$ cat src/hdl/colo_pkg.sv
package colo_pkg;

  localparam int COORD_BITS_DEF = 16;
  localparam int CENTER_W       = 16;
  localparam int EXT_W          = 14;
  localparam int REACH_W        = EXT_W + 1;
  localparam int SQ_W           = 2 * REACH_W;
  localparam int SUM_W          = SQ_W + 1;

  typedef enum logic {
    KIND_CIRCLE = 1'b0,
    KIND_RECT   = 1'b1
  } kind_t;

  // Control that travels with each request down the pipeline.
  typedef struct packed {
    logic valid;
    logic rect;
    logic rect_hit;
  } tag_t;

endpackage

$ cat src/hdl/colo_reach.sv
module colo_reach #(
  parameter int W = 19
) (
  input  logic                              clk,
  input  logic                              rst,
  input  logic                              advance,
  input  colo_pkg::tag_t                    tag_in,
  input  logic signed [W-1:0]               dx,
  input  logic signed [W-1:0]               dy,
  input  logic [colo_pkg::REACH_W-1:0]      r,
  output logic                              out_valid,
  output logic                              hit
);

  // Stage A: magnitudes and the early "too far" decision
  colo_pkg::tag_t                    a_tag;
  logic [colo_pkg::REACH_W-1:0]      a_adx;
  logic [colo_pkg::REACH_W-1:0]      a_ady;
  logic [colo_pkg::REACH_W-1:0]      a_r;
  logic                              a_far;

  logic [W-1:0] adx_next;
  logic [W-1:0] ady_next;
  logic         far_next;

  always_comb begin
    adx_next = dx[W-1] ? W'(-dx) : W'(dx);
    ady_next = dy[W-1] ? W'(-dy) : W'(dy);
    far_next = (adx_next >= W'(r)) || (ady_next >= W'(r));
  end

  // Stage B: squares
  colo_pkg::tag_t                    b_tag;
  logic [colo_pkg::SQ_W-1:0]         b_sqx;
  logic [colo_pkg::SQ_W-1:0]         b_sqy;
  logic [colo_pkg::SQ_W-1:0]         b_r2;
  logic                              b_far;

  logic [colo_pkg::SQ_W-1:0] sqx_next;
  logic [colo_pkg::SQ_W-1:0] sqy_next;
  logic [colo_pkg::SQ_W-1:0] r2_next;

  always_comb begin
    sqx_next = colo_pkg::SQ_W'(a_adx) * colo_pkg::SQ_W'(a_adx);
    sqy_next = colo_pkg::SQ_W'(a_ady) * colo_pkg::SQ_W'(a_ady);
    r2_next  = colo_pkg::SQ_W'(a_r) * colo_pkg::SQ_W'(a_r);
  end

  // Stage C: compare (or pass the rectangle pair result) into the output register
  logic [colo_pkg::SUM_W-1:0] sum_next;
  logic                       hit_next;

  always_comb begin
    sum_next = colo_pkg::SUM_W'(b_sqx) + colo_pkg::SUM_W'(b_sqy);
    if (b_tag.rect) begin
      hit_next = b_tag.rect_hit;
    end else begin
      hit_next = !b_far && (sum_next < colo_pkg::SUM_W'(b_r2));
    end
  end

  always_ff @(posedge clk) begin
    if (rst) begin
      a_tag     <= '0;
      b_tag     <= '0;
      out_valid <= 1'b0;
    end else if (advance) begin
      a_tag     <= tag_in;
      b_tag     <= a_tag;
      out_valid <= b_tag.valid;
    end
  end

  always_ff @(posedge clk) begin
    if (advance) begin
      // magnitudes below the reach fit in REACH_W bits; larger ones are masked by far
      a_adx <= adx_next[colo_pkg::REACH_W-1:0];
      a_ady <= ady_next[colo_pkg::REACH_W-1:0];
      a_r   <= r;
      a_far <= far_next;
      b_sqx <= sqx_next;
      b_sqy <= sqy_next;
      b_r2  <= r2_next;
      b_far <= a_far;
      hit   <= hit_next;
    end
  end

endmodule

$ cat config.mk
export PLATFORM = sky130hd
export DESIGN_NAME = colo_reach
export DESIGN_NICKNAME = d
export VERILOG_FILES = /design/src/hdl/colo_pkg.sv /design/src/hdl/colo_reach.sv
export SDC_FILE = /design/constraint.sdc
export NUM_CORES = 1
export LEC_CHECK = 0
export BUFFER_PORTS_ARGS = -buffer_cell sky130_fd_sc_hd__buf_2
export CORE_MARGIN = 3
export CORE_UTILIZATION = 40
export CTS_CLUSTER_DIAMETER = 100
export DETAILED_ROUTE_END_ITERATION = 16
export GPL_TIMING_DRIVEN = 0
export PLACE_DENSITY = 0.51
export SLEW_MARGIN = 15
export SYNTH_ARGS = -nofsm -noshare
export SYNTH_HDL_FRONTEND = slang
export SYNTH_SLANG_ARGS = --single-unit
$ cat constraint.sdc
create_clock -name clk -period 11.97 [get_ports clk]
set_clock_uncertainty 0.05 [all_clocks]
set_input_delay 2.9925 -clock clk [delete_from_list [all_inputs] [get_ports clk]]
set_output_delay 2.9925 -clock clk [all_outputs]
set_load 0.01 [all_outputs]
* Word-level counts from Yosys, hierarchy flattened
Cells that the tools add are included.
Operators by class: add/sub/neg operators 3, multiply operators 3, magnitude comparators 3, muxes and demuxes 3, reductions and logical operators 3
Operator list (number):
- 15-bit by 15-bit multiplier with 30-bit output | 3
- 19-bit by 15-bit greater-or-equal comparator with 1-bit output | 2
- 19-bit 2-to-1 mux | 2
- 19-bit negation | 2
- 30-bit by 30-bit adder with 31-bit output | 1
- 31-bit by 30-bit less-than comparator with 1-bit output | 1
- 1-bit logical AND | 1
- 1-bit logical NOT | 1
- 1-bit logical OR | 1
- 1-bit 2-to-1 mux | 1
Word-level totals: register bits 145, word-level logic and storage cells 31

* Depth between registers and ports, before layout
word-level depth 4, gate-level depth with buffers 25, gate-level depth less buffers 24

* Worst setup path before layout
Ideal clock, no wire load.
path kind reg-to-reg, start register a_ady[10] (netlist bit), end register b_sqy[29] (netlist bit) (data pin), data arrival time 6.068 ns, data required time 11.660 ns, setup slack 5.592 ns, cell stages (with the launch flop) 24, path buffers 1, cell sequence edfxtp_1 -> clkbuf_1 -> and2_1 -> fa_1 -> inv_1 -> fa_1 -> inv_1 -> fa_1 -> inv_1 -> fa_1 -> inv_1 -> fa_1 -> inv_1 -> fa_1 -> inv_1 -> ha_1 -> and2_1 -> or2_2 -> a221oi_1 -> a21oi_1 -> o41ai_2 -> o2111ai_1 -> a21oi_1 -> xnor2_1
Between the ends: word-level cells in the longest chain between the ends 1
RTL lines:
- from (decl) | RTL line colo_reach.sv:18 | logic [colo_pkg::REACH_W-1:0] a_ady;
- from (signal assigned) | RTL line colo_reach.sv:78 | a_ady <= ady_next[colo_pkg::REACH_W-1:0];
- 15-bit by 15-bit multiplier with 30-bit output | RTL line colo_reach.sv:45 | sqy_next = colo_pkg::SQ_W'(a_ady) * colo_pkg::SQ_W'(a_ady);
- via sqy_next, one bit | RTL line colo_reach.sv:40 | logic [colo_pkg::SQ_W-1:0] sqy_next;
- to (signal assigned) | RTL line colo_reach.sv:82 | b_sqy <= sqy_next;
- to (decl) | RTL line colo_reach.sv:35 | logic [colo_pkg::SQ_W-1:0] b_sqy;
The timed path passes the listed nets, and every way through them passes these cells. A chain may end at the register's enable or synchronous reset.

* Worst setup path in the final report
start register a_r[5] (netlist bit), end register b_r2[28] (netlist bit) (data pin)
Between the ends: word-level cells in the longest chain between the ends 1
RTL lines:
- from (decl) | RTL line colo_reach.sv:19 | logic [colo_pkg::REACH_W-1:0] a_r;
- from (signal assigned) | RTL line colo_reach.sv:79 | a_r <= r;
- 15-bit by 15-bit multiplier with 30-bit output | RTL line colo_reach.sv:46 | r2_next = colo_pkg::SQ_W'(a_r) * colo_pkg::SQ_W'(a_r);
- via r2_next, one bit | RTL line colo_reach.sv:41 | logic [colo_pkg::SQ_W-1:0] r2_next;
- to (signal assigned) | RTL line colo_reach.sv:83 | b_r2 <= r2_next;
- to (decl) | RTL line colo_reach.sv:36 | logic [colo_pkg::SQ_W-1:0] b_r2;
The timed path passes the listed nets, and every way through them passes these cells.

==> flow_metrics.env <==
export IMPL_numCtsBuffers=17
export IMPL_grt_pass1_wl_um=103000
export IMPL_cts_resized=0
export IMPL_min_path_type="reg -> reg"
export IMPL_synth_top_flop_cell="edfxtp_1"
export IMPL_cap_violations=0
export IMPL_drive_gt1_frac=0.0415
export IMPL_die_h_um=260
export IMPL_clockBufferDepth=2
export IMPL_dpl_hpwl_um=53700
export IMPL_use_met3=0.0335
export IMPL_use_met2=0.336
export IMPL_crit_top_cell="fa_1"
export IMPL_ys_warn_count=0
export IMPL_antenna_found_initial=2
export IMPL_max_slew_margin=0.375
export IMPL_finalWirelength_um=62600
export IMPL_cp_cell_sequence="clkbuf_1, nand2_1, fa_1, fa_1, inv_1, fa_1, fa_1, fa_1, inv_1, fa_1, inv_1, ha_1, a21o_1, a211oi_1, o311ai_1, nand4_1, a21oi_1, or4_1, a31o_2, a21oi_1, xnor2_1"
export IMPL_synth_compound_area_share=0.0772
export IMPL_cp_required_ns=12.10
export IMPL_synth_area_mux_share=0.00576
export IMPL_hold_viol=0
export IMPL_ys_async_sr_fraction=0
export IMPL_clk_latency_ns=0.45
export IMPL_synth_edff_count=135
export IMPL_grt_pass1_vias=19396
export IMPL_syn_to_final_growth_pct=7.54
export IMPL_synth_top_family_by_area="adder cells"
export IMPL_place_inst=3585
export IMPL_cts_sinks=142
export IMPL_dpl_cell_area_sq_mm=0.0272
export IMPL_vias_per_cell=4.96
export IMPL_die_width_um=260
export IMPL_busiest_layer="met2"
export IMPL_fin_crit_sh=0.630
export IMPL_cp_max_fo=10
export IMPL_netlist_area_sq_mm=0.0258
export IMPL_ios=61
export IMPL_cts_tree="yes"
export IMPL_cts_root_buf="clkbuf_16"
export IMPL_start_util=0.407
export IMPL_drt_iter0_drc=923
export IMPL_seq_area_frac_synth=0.162
export IMPL_slew_viol_final=0
export IMPL_critPathKind="reg -> reg"
export IMPL_io_buffer_count=58
export IMPL_route_vias_total=17952
export IMPL_n_fill_cell=6264
export IMPL_synthSimpleGateAreaFrac=0.107
export IMPL_cp_end_kind="flop"
export IMPL_yosys_area_share_adder=0.492
export IMPL_core_area_sq_mm=0.0635
export IMPL_timing_setup_tns_ns=0
export IMPL_grt_max_degree=100
export IMPL_instances_no_fill=3619
export IMPL_layout_min_cycle_time_ns=7.54
export IMPL_rows=92
export IMPL_final_nets=3590
export IMPL_drtAntennaViolNets=0
export IMPL_startpoint_type="flop"
export IMPL_synthXorXnorAreaFrac=0.0515
export IMPL_wire_per_inst_um=17.3
export IMPL_holdBufCountCts=0
export IMPL_finalSetupViolCount=0
export IMPL_gp_congestion=0.865
export IMPL_synth_nets=3512
export IMPL_overflow=0
export IMPL_grt_total_usage=0.196
export IMPL_final_area_sq_mm=0.0278
export IMPL_synth_avg_cell_area_sq_um=9.64
export IMPL_dr_pass1_iters=5
export IMPL_htree_levels=4
export IMPL_critical_path_slowest_cell="edfxtp_1"
export IMPL_worst_slew_pin_slew_ns=0.930
export IMPL_worst_ep_arrival_time_ns=7.68
export IMPL_ys_ff_latch=142
export IMPL_rsz0062_at_grt="no"
export IMPL_gr_usage_met1=0.257
export IMPL_dieArea_sq_mm=0.0677
export IMPL_clkTransAtPathRegs_ns=0.06
export IMPL_drc=0
export IMPL_utilization=0.437
export IMPL_postSynthCellCount=2680
export IMPL_postCtsSetupBuffers=0
export IMPL_critPathMaxStageDelay_ns=0.61
export IMPL_run_status="finished, final reports clean"
export IMPL_fmax_mhz=133
export IMPL_netlist_cell_type_count=63
==> routing by layer <==
| metal | vias up | wire length (um) |
|---|---|---|
| met5 | - | 0 |
| met3 | 64 | 2840 |
| met1 | 8998 | 28000 |
| met4 | 0 | 1300 |
| li1 | 8583 | - |
| met2 | 307 | 30500 |
==> cells by family after synthesis <==
kind of cell               Yosys count
DFF                                142
AOI/OAI and AO/OA                  304
muxes                               14
and+or+nand+nor                    579
buffers and inverters              716
adders and majority gates          773
xor gates and xnor gates           152
==> cell usage after synthesis, drive strengths merged, types with 3 or more instances <==
master / n / area [sq um]
nand2: 241 / 905
a31o: 10 / 87.6
o21a: 9 / 67.6
a21oi: 95 / 479
mux2: 4 / 48.8
o31ai: 10 / 80.1
a221oi: 5 / 43.8
o41ai: 4 / 42.6
a31oi: 6 / 37.5
xor2: 37 / 324
and4: 4 / 35.0
nand3: 18 / 90.1
o21ai: 45 / 225
xnor2: 115 / 1010
mux2i: 10 / 100
and2: 109 / 682
nor2b: 26 / 163
dfxtp: 7 / 140
edfxtp: 135 / 4050
a21boi: 3 / 22.5
nand4: 19 / 119
fa: 405 / 8110
a21o: 60 / 450
o211ai: 5 / 37.5
nor3: 20 / 100
o21bai: 22 / 165
nor2: 90 / 338
inv: 660 / 2480
and3: 9 / 56.3
a311oi: 3 / 26.3
a211oi: 7 / 52.6
ha: 368 / 4600
or2: 10 / 62.6
or4: 4 / 33.8
nand2b: 13 / 81.3
or3: 11 / 75.1
clkbuf: 56 / 210
==> cell type report <==
class	count	area (sq um)	area share
inverters	660	2480	0.0891
flip-flops and latches	142	4190	0.151
clock inverters	12	120	0.00432
multi-input cells	1822	19000	0.682
diodes	2	5.00	0.000180
well taps	846	1060	0.0381
repair buffers	59	328	0.0118
plain buffers	56	210	0.00756
clock buffers	20	437	0.0157
==> path summary, 6_finish.rpt <==
kind,end,startpoint,cells after the start,slack [ns]
max,b_r2[28],a_r[5],21,4.43
min,b_far,a_far,0,0.37
max reg2reg,b_r2[28],a_r[5],21,4.43
min reg2reg,b_far,a_far,0,0.37
==> state kept, by name, summed over array words and instances, names as in the netlist <==
signal and flops:
a_adx 15, a_ady 15, b_r2 29, b_tag 3
b_sqx 29, out_valid 1, a_r 15, b_far 1
b_sqy 29, a_far 1, hit 1, a_tag 3
==> through the flow <==
stage	hold slack [ns]	setup WS, ns
after floorplan	0.350	5.59
after global placement	0.351	4.51
after detailed placement	0.362	4.50
after CTS	0.376	4.46
after global routing	0.380	4.11
final	0.374	4.43
==> critical path, delay by kind of cell (launching register included) <==
kind | cells | cell delay (ns)
xor+xnor | 1 | 0.10
flops | 1 | 0.61
buf+inv | 4 | 0.75
fa+ha+maj | 7 | 3.41
compound gates | 6 | 1.36
simple gates | 3 | 0.98
==> cell usage in the layout (no fill, tap or decap), types with 5 or more instances in the layout <==
cell,netlist,routed
and3_1,9,9
ha_1,368,368
nand2b_1,13,13
dfxtp_1,7,7
o21bai_1,22,22
a221oi_1,5,5
a31oi_1,6,6
a21o_1,60,60
a21oi_1,94,94
nor2_1,90,90
nand4_1,19,19
mux2i_1,10,10
nor3_1,20,20
nand2_1,241,241
xnor2_1,115,115
o21a_1,9,9
or3_1,9,9
o211ai_1,5,5
clkbuf_16,0,17
nand3_1,18,18
or2_2,9,9
a211oi_1,7,7
and2_1,109,109
o21ai_0,44,44
o31ai_1,9,9
xor2_1,37,37
a31o_2,10,10
clkbuf_1,56,59
buf_2,0,57
fa_1,405,405
edfxtp_1,135,135
inv_1,660,660
nor2b_1,26,26
Power is left out: the tool's default activity adds up to more than one toggle a clock period on the data nets, which glitch-free logic cannot reach.
